==> config.mk <==
export PLATFORM = sky130hd
export DESIGN_NAME = sql_lexer_unit
export DESIGN_NICKNAME = d
export VERILOG_FILES = /design/src/sv/sqll_pkg.sv /design/src/sv/sqll_res_fifo.sv /design/src/sv/sql_lexer_unit.sv
export SDC_FILE = /design/constraint.sdc
export NUM_CORES = 1
export LEC_CHECK = 0
export ABC_AREA = 0
export BUFFER_PORTS_ARGS = -buffer_cell sky130_fd_sc_hd__clkbuf_2
export CAP_MARGIN = 0
export CORE_MARGIN = 3
export CORE_UTILIZATION = 45
export DETAILED_ROUTE_END_ITERATION = 8
export GPL_TIMING_DRIVEN = 1
export HOLD_SLACK_MARGIN = 0.05
export PLACE_DENSITY_LB_ADDON = 0.15
export SETUP_SLACK_MARGIN = 0.15
export SLEW_MARGIN = 20
export SYNTH_ARGS = -nofsm -noshare
export SYNTH_HDL_FRONTEND = slang
export SYNTH_HIERARCHICAL = 1
export SYNTH_SLANG_ARGS = --single-unit
export TNS_END_PERCENT = 100
==> constraint.sdc <==
create_clock -name clk -period 9.73 [get_ports clk]
set_clock_uncertainty 0.15 [all_clocks]
set_input_delay 0.4865 -clock clk [delete_from_list [all_inputs] [get_ports clk]]
set_output_delay 0.4865 -clock clk [all_outputs]
set_load 0.01 [all_outputs]
==> src/sv/sqll_pkg.sv <==
// ---------------------------------------------------------------------------
// SQL lexer package
// Types, token kinds, keyword table and character helpers.
// ---------------------------------------------------------------------------
package sqll_pkg;

  localparam int SQLL_OFFSET_BITS   = 16;
  localparam int SQLL_KEYWORD_CHARS = 6;
  localparam int SQLL_RES_DEPTH     = 4;
  localparam logic [15:0] SQLL_LIMIT_RESET = 16'd4096;
  localparam int SQLL_NUM_WORDS     = 6;

  typedef enum logic [3:0] {
    K_STAR    = 4'd0,
    K_COMMA   = 4'd1,
    K_LPAREN  = 4'd2,
    K_RPAREN  = 4'd3,
    K_EQ      = 4'd4,
    K_LT      = 4'd5,
    K_GT      = 4'd6,
    K_SEMI    = 4'd7,
    K_STRING  = 4'd8,
    K_NUMBER  = 4'd9,
    K_KEYWORD = 4'd10,
    K_IDENT   = 4'd11,
    K_UNKNOWN = 4'd12,
    K_EOF     = 4'd13,
    K_ERROR   = 4'd14
  } kind_t;

  typedef enum logic [2:0] {
    MODE_IDLE    = 3'd0,
    MODE_STRING  = 3'd1,
    MODE_NUMBER  = 3'd2,
    MODE_IDENT   = 3'd3,
    MODE_STOPPED = 3'd4
  } mode_t;

  typedef struct packed {
    logic        last;
    logic [15:0] total;
    logic [15:0] span;
    logic [15:0] start_res;
    kind_t       kind;
  } sqll_res_t;

  // which of the two result slots are pushed this cycle
  typedef struct packed {
    logic a;
    logic b;
  } sqll_push_t;

  // keywords, first letter in the high byte, lower case
  localparam logic [63:0] KW_WORD [SQLL_NUM_WORDS] = '{
    64'h0000_696e_7365_7274, // insert
    64'h0000_0000_696e_746f, // into
    64'h0000_7661_6c75_6573, // values
    64'h0000_7365_6c65_6374, // select
    64'h0000_0000_6672_6f6d, // from
    64'h0000_0077_6865_7265  // where
  };
  localparam logic [3:0] KW_LEN [SQLL_NUM_WORDS] = '{
    4'd6, 4'd4, 4'd6, 4'd6, 4'd4, 4'd5
  };

  function automatic logic sqll_kw_match(input logic [63:0] word, input logic [3:0] len);
    logic hit;
    hit = 1'b0;
    for (int i = 0; i < SQLL_NUM_WORDS; i++) begin
      hit = hit | ((len == KW_LEN[i]) && (word == KW_WORD[i]));
    end
    return hit;
  endfunction

  // one-byte symbol tokens; anything else reads as unknown
  function automatic kind_t sqll_sym_kind(input logic [7:0] c);
    kind_t k;
    case (c)
      8'h2a:   k = K_STAR;
      8'h2c:   k = K_COMMA;
      8'h28:   k = K_LPAREN;
      8'h29:   k = K_RPAREN;
      8'h3d:   k = K_EQ;
      8'h3c:   k = K_LT;
      8'h3e:   k = K_GT;
      8'h3b:   k = K_SEMI;
      default: k = K_UNKNOWN;
    endcase
    return k;
  endfunction

endpackage

==> src/sv/sqll_res_fifo.sv <==
// ---------------------------------------------------------------------------
// SQL lexer result queue
// Small queue that takes up to two result words a cycle and hands out one while out_ready is high.
// ---------------------------------------------------------------------------
module sqll_res_fifo import sqll_pkg::*; #(
  parameter int DEPTH = SQLL_RES_DEPTH
) (
  input  logic       clk,
  input  logic       rst,
  input  sqll_push_t push,
  input  sqll_res_t  res_a,
  input  sqll_res_t  res_b,
  output logic       room_two,
  output logic       out_valid,
  input  logic       out_ready,
  output sqll_res_t  out_res
);

  localparam int AW = $clog2(DEPTH);
  localparam int CW = $clog2(DEPTH + 1);

  sqll_res_t      mem [DEPTH];
  logic [AW-1:0]  wr_ptr;
  logic [AW-1:0]  rd_ptr;
  logic [CW-1:0]  count;
  logic [AW-1:0]  wr_ptr_b;
  logic [AW-1:0]  wr_ptr_next;
  logic [CW-1:0]  count_next;
  logic           pop;

  function automatic logic [AW-1:0] wrap_inc(input logic [AW-1:0] p);
    return (p == AW'(DEPTH - 1)) ? '0 : p + 1'b1;
  endfunction

  assign pop       = out_valid && out_ready;
  assign out_valid = (count != '0);
  assign out_res   = mem[rd_ptr];
  assign room_two  = (count <= CW'(DEPTH - 2));
  assign wr_ptr_b  = push.a ? wrap_inc(wr_ptr) : wr_ptr;

  always_comb begin
    wr_ptr_next = wr_ptr;
    if (push.a) wr_ptr_next = wrap_inc(wr_ptr_next);
    if (push.b) wr_ptr_next = wrap_inc(wr_ptr_next);
    count_next = count + CW'(push.a) + CW'(push.b) - CW'(pop);
  end

  always_ff @(posedge clk) begin
    if (push.a) mem[wr_ptr] <= res_a;
    if (push.b) mem[wr_ptr_b] <= res_b;
  end

  always_ff @(posedge clk) begin
    if (rst) begin
      wr_ptr <= '0;
      rd_ptr <= '0;
      count  <= '0;
    end else begin
      wr_ptr <= wr_ptr_next;
      count  <= count_next;
      if (pop) rd_ptr <= wrap_inc(rd_ptr);
    end
  end

endmodule

==> src/sv/sql_lexer_unit.sv <==
// ---------------------------------------------------------------------------
// SQL lexer
// Streams text bytes in and SQL tokens out: symbols, strings, numbers,
// identifiers and keywords, closed by an end-of-text or error word.
// ---------------------------------------------------------------------------
//  channel | signals                           | word
//  --------+-----------------------------------+------------------------------
//  s_      | s_tvalid s_tready s_tdata s_tlast | text byte, tlast = end of text
//  m_      | m_tvalid m_tready m_tdata m_tuser | token, tuser = kind,
//          | m_tlast                           | tlast = eof/error token
//  cfg_    | cfg_valid cfg_ready cfg_data      | token limit
//
//  One byte per cycle: the lexer state updates in the cycle a byte is taken.
//  A byte yields zero to two tokens into a four-entry result queue;
//  s_tready drops while that queue has fewer than two free entries.
//  Reset needs no clearing pass; token limit returns to 4096. Back
//  pressure on m_ only stalls through the queue.
// ---------------------------------------------------------------------------
module sql_lexer_unit import sqll_pkg::*; #(
  parameter int OFFSET_BITS   = SQLL_OFFSET_BITS,
  parameter int KEYWORD_CHARS = SQLL_KEYWORD_CHARS
) (
  input  logic        clk,
  input  logic        rst,
  input  logic        s_tvalid,
  output logic        s_tready,
  input  logic [7:0]  s_tdata,   // [7:0] ch
  input  logic        s_tlast,   // at_end
  output logic        m_tvalid,
  input  logic        m_tready,
  output logic [47:0] m_tdata,   // [15:0] start_res, [31:16] span, [47:32] total
  output logic [3:0]  m_tuser,   // [3:0] kind
  output logic        m_tlast,   // last
  input  logic        cfg_valid,
  output logic        cfg_ready,
  input  logic [15:0] cfg_data   // token_limit
);

  localparam int PW = KEYWORD_CHARS * 8;
  localparam logic [OFFSET_BITS-1:0] POS_MAX = '1;

  logic [15:0]            token_limit;
  mode_t                  mode, mode_next;
  logic                   quote_char, quote_char_next;
  logic [OFFSET_BITS-1:0] position, position_next;
  logic [OFFSET_BITS-1:0] token_start, token_start_next;
  logic [15:0]            token_count, token_count_next;
  logic [OFFSET_BITS-1:0] stop_position, stop_position_next;
  logic [PW-1:0]          word_prefix, word_prefix_next;

  logic                   in_fire;
  logic [7:0]             c, lc;
  logic                   is_blank, is_num, is_letter, is_quote;
  logic [OFFSET_BITS-1:0] pos_inc, run_len;
  logic                   cont, run_emit, kw_hit;
  logic [15:0]            cnt_run, lim;
  logic                   limit_full, scan_tok, stop_now, start_ok, single;
  logic                   str_close, open_err;
  sqll_res_t              res_a, res_b;
  sqll_push_t             push;
  sqll_res_t              head;
  logic                   room_two;

  assign c         = s_tdata;
  assign lc        = (c >= "A" && c <= "Z") ? c + 8'd32 : c;
  assign is_blank  = (c == 8'h20) || (c == 8'h09) || (c == 8'h0a) || (c == 8'h0d);
  assign is_num    = (c >= "0") && (c <= "9");
  assign is_letter = (c >= "a" && c <= "z") || (c >= "A" && c <= "Z") || (c == "_");
  assign is_quote  = (c == 8'h27) || (c == 8'h22);

  assign in_fire   = s_tvalid && s_tready;
  assign s_tready  = room_two;
  assign cfg_ready = 1'b1;

  assign pos_inc = (position == POS_MAX) ? POS_MAX : position + 1'b1;
  assign run_len = position - token_start;

  assign cont = ((mode == MODE_NUMBER) && is_num) ||
                ((mode == MODE_IDENT) && (is_letter || is_num));
  assign run_emit = ((mode == MODE_NUMBER) || (mode == MODE_IDENT)) &&
                    (s_tlast || !cont);
  assign kw_hit = (run_len <= OFFSET_BITS'(KEYWORD_CHARS)) &&
                  sqll_kw_match(64'(word_prefix), 4'(run_len));

  assign cnt_run    = token_count + 16'(run_emit);
  assign lim        = (token_limit == '0) ? 16'd1 : token_limit;
  assign limit_full = ({1'b0, cnt_run} + 17'd1) >= {1'b0, lim};
  assign scan_tok   = !s_tlast && ((mode == MODE_IDLE) || run_emit) && !is_blank;
  assign stop_now   = scan_tok && limit_full;
  assign start_ok   = scan_tok && !limit_full;
  assign single     = start_ok && !is_quote && !is_num && !is_letter;
  assign str_close  = !s_tlast && (mode == MODE_STRING) &&
                      (c == (quote_char ? 8'h22 : 8'h27));
  assign open_err   = s_tlast && (mode == MODE_STRING);

  // next state
  always_comb begin
    mode_next          = mode;
    quote_char_next    = quote_char;
    position_next      = position;
    token_start_next   = token_start;
    token_count_next   = token_count;
    stop_position_next = stop_position;
    word_prefix_next   = word_prefix;
    if (s_tlast) begin
      mode_next          = MODE_IDLE;
      quote_char_next    = 1'b0;
      position_next      = '0;
      token_start_next   = '0;
      token_count_next   = '0;
      stop_position_next = '0;
      word_prefix_next   = '0;
    end else begin
      position_next    = pos_inc;
      token_count_next = cnt_run + 16'(str_close || single);
      unique case (mode)
        MODE_STOPPED: mode_next = MODE_STOPPED;
        MODE_STRING: begin
          if (str_close) mode_next = MODE_IDLE;
        end
        MODE_NUMBER, MODE_IDENT: begin
          if (run_emit) mode_next = MODE_IDLE;
          if (mode == MODE_IDENT && cont && run_len < OFFSET_BITS'(KEYWORD_CHARS)) begin
            word_prefix_next = {word_prefix[PW-9:0], lc};
          end
        end
        MODE_IDLE: mode_next = MODE_IDLE;
        default: mode_next = MODE_IDLE;
      endcase
      if (stop_now) begin
        mode_next          = MODE_STOPPED;
        stop_position_next = position;
      end
      if (start_ok) begin
        if (is_quote) begin
          mode_next        = MODE_STRING;
          quote_char_next  = (c == 8'h22);
          token_start_next = pos_inc;
        end else if (is_num) begin
          mode_next        = MODE_NUMBER;
          token_start_next = position;
        end else if (is_letter) begin
          mode_next        = MODE_IDENT;
          token_start_next = position;
          word_prefix_next = PW'(lc);
        end
      end
    end
  end

  // result words: slot a is a finished number/identifier, slot b the rest
  always_comb begin
    res_a.kind      = (mode == MODE_IDENT) ? (kw_hit ? K_KEYWORD : K_IDENT) : K_NUMBER;
    res_a.start_res = 16'(token_start);
    res_a.span      = 16'(run_len);
    res_a.total     = '0;
    res_a.last      = 1'b0;

    res_b.kind      = sqll_sym_kind(c);
    res_b.start_res = 16'(position);
    res_b.span      = 16'd1;
    res_b.total     = '0;
    res_b.last      = 1'b0;
    if (open_err) begin
      res_b.kind      = K_ERROR;
      res_b.start_res = '0;
      res_b.span      = '0;
      res_b.last      = 1'b1;
    end else if (s_tlast) begin
      res_b.kind      = K_EOF;
      res_b.start_res = 16'((mode == MODE_STOPPED) ? stop_position : position);
      res_b.span      = '0;
      res_b.total     = cnt_run;
      res_b.last      = 1'b1;
    end else if (str_close) begin
      res_b.kind      = K_STRING;
      res_b.start_res = 16'(token_start);
      res_b.span      = 16'(run_len);
    end

    push.a = in_fire && run_emit;
    push.b = in_fire && (s_tlast || str_close || single);
  end

  always_ff @(posedge clk) begin
    if (rst) begin
      token_limit   <= SQLL_LIMIT_RESET;
      mode          <= MODE_IDLE;
      quote_char    <= 1'b0;
      position      <= '0;
      token_start   <= '0;
      token_count   <= '0;
      stop_position <= '0;
      word_prefix   <= '0;
    end else begin
      if (cfg_valid) token_limit <= cfg_data;
      if (in_fire) begin
        mode          <= mode_next;
        quote_char    <= quote_char_next;
        position      <= position_next;
        token_start   <= token_start_next;
        token_count   <= token_count_next;
        stop_position <= stop_position_next;
        word_prefix   <= word_prefix_next;
      end
    end
  end

  sqll_res_fifo #(
    .DEPTH (SQLL_RES_DEPTH)
  ) u_res_fifo (
    .clk       (clk),
    .rst       (rst),
    .push      (push),
    .res_a     (res_a),
    .res_b     (res_b),
    .room_two  (room_two),
    .out_valid (m_tvalid),
    .out_ready (m_tready),
    .out_res   (head)
  );

  assign m_tdata = {head.total, head.span, head.start_res};
  assign m_tuser = head.kind;
  assign m_tlast = head.last;

endmodule

* Yosys cells after proc, flatten, opt, wreduce, memory -nomap -nowiden
Memories as Yosys holds them, arrays and structs flattened. A register that Yosys moved wholly into a read port is not among the register bits.
Cells that the tools add are included.
** Storage, ports and cells
- Output and inout bits :: 56
- Logic and storage cells :: 186
- Register bits after elaboration :: 139
- Input port bits :: 30
- Bits in writable memories :: 212
- Memories kept :: 1
** Operators by class
- Bitwise logic cells :: 5
- Reductions and logical operators :: 61
- Order comparisons :: 10
- Add/subtract/negate cells :: 12
- Equal/unequal tests :: 33
- Multiplexer cells :: 53
** Memories
- u_res_fifo.mem :: depth 4, bits a word 53, rd ports 1, clocked after memory_dff 1, write ports 2, line sqll_res_fifo.sv:22 : sqll_res_t mem [DEPTH];
** Operators with widths (number)
- 48-bit two-way mux :: 7
- 16-bit two-way mux :: 13
- 48-bit by 47-bit equality test with 1-bit output (second input constant) :: 3
- 36-bit two-way mux :: 3
- 48-bit by 31-bit equality test with 1-bit output (second input constant) :: 2
- 8-bit by 6-bit equality test with 1-bit output (second input constant) :: 11
- 48-bit by 39-bit equality test with 1-bit output (second input constant) :: 1
- 16-bit by 1-bit adder with 16-bit output :: 2
- 4-bit case mux with 8 select lines :: 1
- 1-bit logical AND :: 29
- 3-bit two-way mux :: 9
- 8-bit by 4-bit equality test with 1-bit output (second input constant) :: 3
- 16-bit by 1-bit adder with 17-bit output (second input constant) :: 1
- 17-bit by 16-bit greater-or-equal comparator with 1-bit output :: 1
- 17-bit two-way mux :: 1
- 16-bit by 1-bit adder with 16-bit output (second input constant) :: 1
- 16-bit equality test (second input constant) :: 1
- 8-bit by 7-bit greater-or-equal comparator with 1-bit output (second input constant) :: 2
- 16-bit by 3-bit <= comparator with 1-bit output (second input constant) :: 1
- 8-bit by 7-bit <= comparator with 1-bit output (second input constant) :: 2
- 16-bit zero test :: 1
- 16-bit by 3-bit less-than comparator with 1-bit output (second input constant) :: 1
- 2-bit two-way mux :: 8
- 16-bit subtractor :: 1
- 27 further kinds :: 69

* Logic depth before layout (Yosys ltp)
- Word-level depth :: 22
- Depth in mapped cells :: 37

* By module
The synthesis kept the hierarchy.
** Modules (own cells, without submodules)
- sqll_res_fifo :: instances 1, area an instance 11878.9 um^2, cells an instance 575, seq. area each 6546.3 um^2
- sql_lexer_unit :: instances 1, area an instance 9138.8 um^2, cells an instance 1151, seq. area each 2642.5 um^2

* Least setup slack after synthesis
Ideal clock, no wire load.
- Path type :: in2reg
- From :: input s_tdata[3]
- To :: memory u_res_fifo/mem[1][0] (netlist name), enable pin
- Arrival time :: 7350 ps
- Path slack :: 1818 ps
- Path buffers :: 4
- Library setup time :: 412 ps
- Stages on the path :: 32
- Cells stage by stage :: clkbuf_1 > or4_1 > o31ai_1 > o2bb2ai_1 > nor2_1 > nand2_1 > nand3_1 > and2_1 > ha_1 > ha_1 > buf_4 > nand4_1 > nor3_1 > a21o_1 > a22o_1 > a21oi_1 > nor4_1 > nand2_1 > xor2_1 > ha_1 > o21a_1 > o21ai_0 > o22ai_1 > nor4_1 > o41a_1 > and2_1 > nand4_1 > a21oi_1 > buf_6 > nand2_8 > buf_12 > nand2_1
** RTL lines
- start: declaration :: line sql_lexer_unit.sv:27 : input logic [7:0] s_tdata,
- end: declaration :: line sqll_res_fifo.sv:22

==> results.md <==
- EDFF count, synth: 212
- Final #Nets: 1936
- H-Tree Level Count: 2
- Final Util: roughly 51%
- Clock Sinks: around 350
- Met3 WL: 2850 um
- Final-report hold violation count: 0
- Gp weighted congestion: between 0.9 and 1
- Crit. End Element: flip-flop
- PwrDens: around 180 nW/um^2
- Met2 WL: 23800 um
- Simple-gate portion of the synthesized area: ~11%
- Netlist Area Pre-Place: 21000 um^2
- Initial core utilization: 45.9%
- Sequential-to-total area share from yosys stat: ~44%
- Commonest cells after routing, fill and taps aside: edfxtp_1 (212), mux2_4 (196), dfxtp_1 (139)
- XOR/XNOR share of the synthesized area: 2.21%
- Min Hold Slack: between 0.15 and 0.2 ns
- Worst Path Arrival: 8.41 ns
- Pwr Total: 4270 uW
- RSZ-0062 raised after global routing: no
- Initial antenna violation count: 0
- WS Path Type: input pin to flip-flop
- Status: finished, final reports clean
- Die Span Y: approximately 220 um
- Clk root buf: clkbuf_16
- Most numerous cell on the critical path: ha_1
- # IOs: 86
- Post-layout min period: 8.34 ns
- Min-Delay Path Class: input pin to flip-flop
- Max VDD drop: 0.000152 V
- Largest family of logic cells by synthesized area: multiplexers
- DRT iter0 DRCs: 1125
- Clock transition at path regs: 0.06 ns
- Total Routing Usage GR: about a fifth
- Core Region: about 46000 um^2
- Clock Tree Buf Depth: 3
- Via count: 14200
- PortBufs: 84
- Setup Total Neg Slack: 0 ns
- Final wirelength: 52100 um
- Post-synthesis cell count: 1726
- Dpl hpwl: 34000 um
- Ys async rst share: 0%
- Mux share of post-synthesis cell area: 23.8%
- Ys flop type: edfxtp_1
- Number of synthesized register bits: 353
- Setup violators final: 0
- Met1 wire length: 24200 um
- Wire length per cell after detailed routing: between 20 and 25 um
- Netlist cell types: between 80 and 90
- Slew margin rel.: 33.1%
- Most common cell after layout, fill and taps aside: edfxtp_1
- Post-CTS Setup Bufs: 0
- Post-DRT Antenna Nets: 0
- Avg Inst Size Synth: about 12 um^2
- First-pass GRT wire length: 81000 um
- Grt total ovfl: 0
- Pre-Repair DR Iteration Count: 5
- Fmax: 120 MHz
- Die Width: around 220 um
- Pleak: 0.00939 uW
- Largest net degree at the start of global routing: 72
- Num rows: 78
- Worst-Skew Late Latency: 0.56 ns
- Critical Path RT: between 9 and 10 ns
- Worst path slowest cell: or4_1
- Ys Warns: 6
- Vias in the first global route: 13800
- Dpl ws: ~0.88 ns
- CTS tree: built
- Synthesis-to-layout area growth: 10.9%
- # Max-Cap Violations: 0
- Cts bufs inserted: just over 40
- Fin. max-slew vios: 0
- Die area: 49300 um^2
- Worst-Margin Slew: 0.995 ns
- Setup ws final: 1.39 ns
- Adder-cell share of the synthesized area: 3.32%
- Largest fanout on the critical path: 54
- Highest routed metal layer: met4
- Setup crit start kind: input pin
- DR DRC count: 0
- Synth Area in Compound Gates: about a tenth
- Share of post-route cells with drive strength above 1: 24.7%
- Final Cycle Share: 85.7%
- CP max stage delay: 0.56 ns
- Vias per cell: 5.70
==> flip-flops by register name (all words and copies together) (netlist names), named ones only <==
name,flops
token_count,16
u_res_fifo/mem,212
word_prefix,48
token_start,16
token_limit,16
stop_position,16
u_res_fifo/count,3
position,16
mode,3
quote_char,1
u_res_fifo/wr_ptr,2
u_res_fifo/rd_ptr,2
==> worst max-delay path: cells and delay by family <==
family / cells / cell delay [ns]
buf+inv: 3 / 0.86
fa+ha+maj: 3 / 1.09
simple gates: 14 / 3.94
xor+xnor: 1 / 0.18
compound gates: 10 / 1.79
==> what timing repair did <==
item / 4_1_cts / 5_1_grt
hold buffers: 16 / 0
gates resized for setup: 0 / 0
hold endpoints to repair: 16 / 0
==> layout make-up <==
cell class,count,area [um^2]
timing repair buffer,122,796
clock inverter,21,163
fill,3972,22500
clock buffer,53,1180
tap,600,751
sequential,353,9190
inverter,60,225
antenna,1,2.50
multi-input combinational,1274,11000
==> metal layers <==
metal / up-vias / GRT usage [%]
li1: 6741 / -
met1: 7002 / 29.3
met2: 346 / 32.5
met3: 79 / 4.17
met4: 0 / 5.53
met5: - / 0
==> synthesized netlist by cell type, drive strengths merged, types with 20 or more instances <==
cell      n  area (um^2)
nor2    129          487
buf      61          711
nand3    49          245
nor3     28          145
nand2    79          362
a22o     61          534
edfxtp  212         6370
o21ai    44          228
mux4     53         1190
clkbuf   53          199
dfxtp   141         2820
xnor2    32          280
inv      60          225
a21oi    85          433
ha       51          638
and3     25          156
xor2     21          184
and2     21          131
nor4     20          131
mux2    215         3160
mux2i    66          661
==> cell families after synthesis <==
kind of cell	count (synthesis)
DFF	353
muxes	334
adders and majority gates	54
buffers and inverters	174
xor gates and xnor gates	53
other	2
AOI/OAI and AO/OA	317
and+or+nand+nor	439
==> power by group <==
| part | switching, uW | internal (uW) |
|---|---|---|
| Clock | 626 | 907 |
| Combinational | 545 | 418 |
| Sequential | 47.9 | 1720 |
==> metrics by stage <==
stage,area [um^2],instances
after floorplan,21300,1801
after global routing,23300,2483
after detailed placement,21800,2393
after CTS,23300,2483
final,23300,2484
after global placement,21800,2393
==> worst paths after layout <==
| path | startpoint | to | slack (ns) | depth (start not counted) |
|---|---|---|---|---|
| min | rst | word_prefix[2] | 0.16 | 2 |
| max | s_tdata[4] | u_res_fifo/mem[2][50] | 1.39 | 31 |
| max reg2reg | mode[1] | u_res_fifo/mem[2][50] | 2.13 | 28 |
| min reg2reg | word_prefix[47] | word_prefix[47] | 0.33 | 1 |
(Power assumes the default switching activity.)
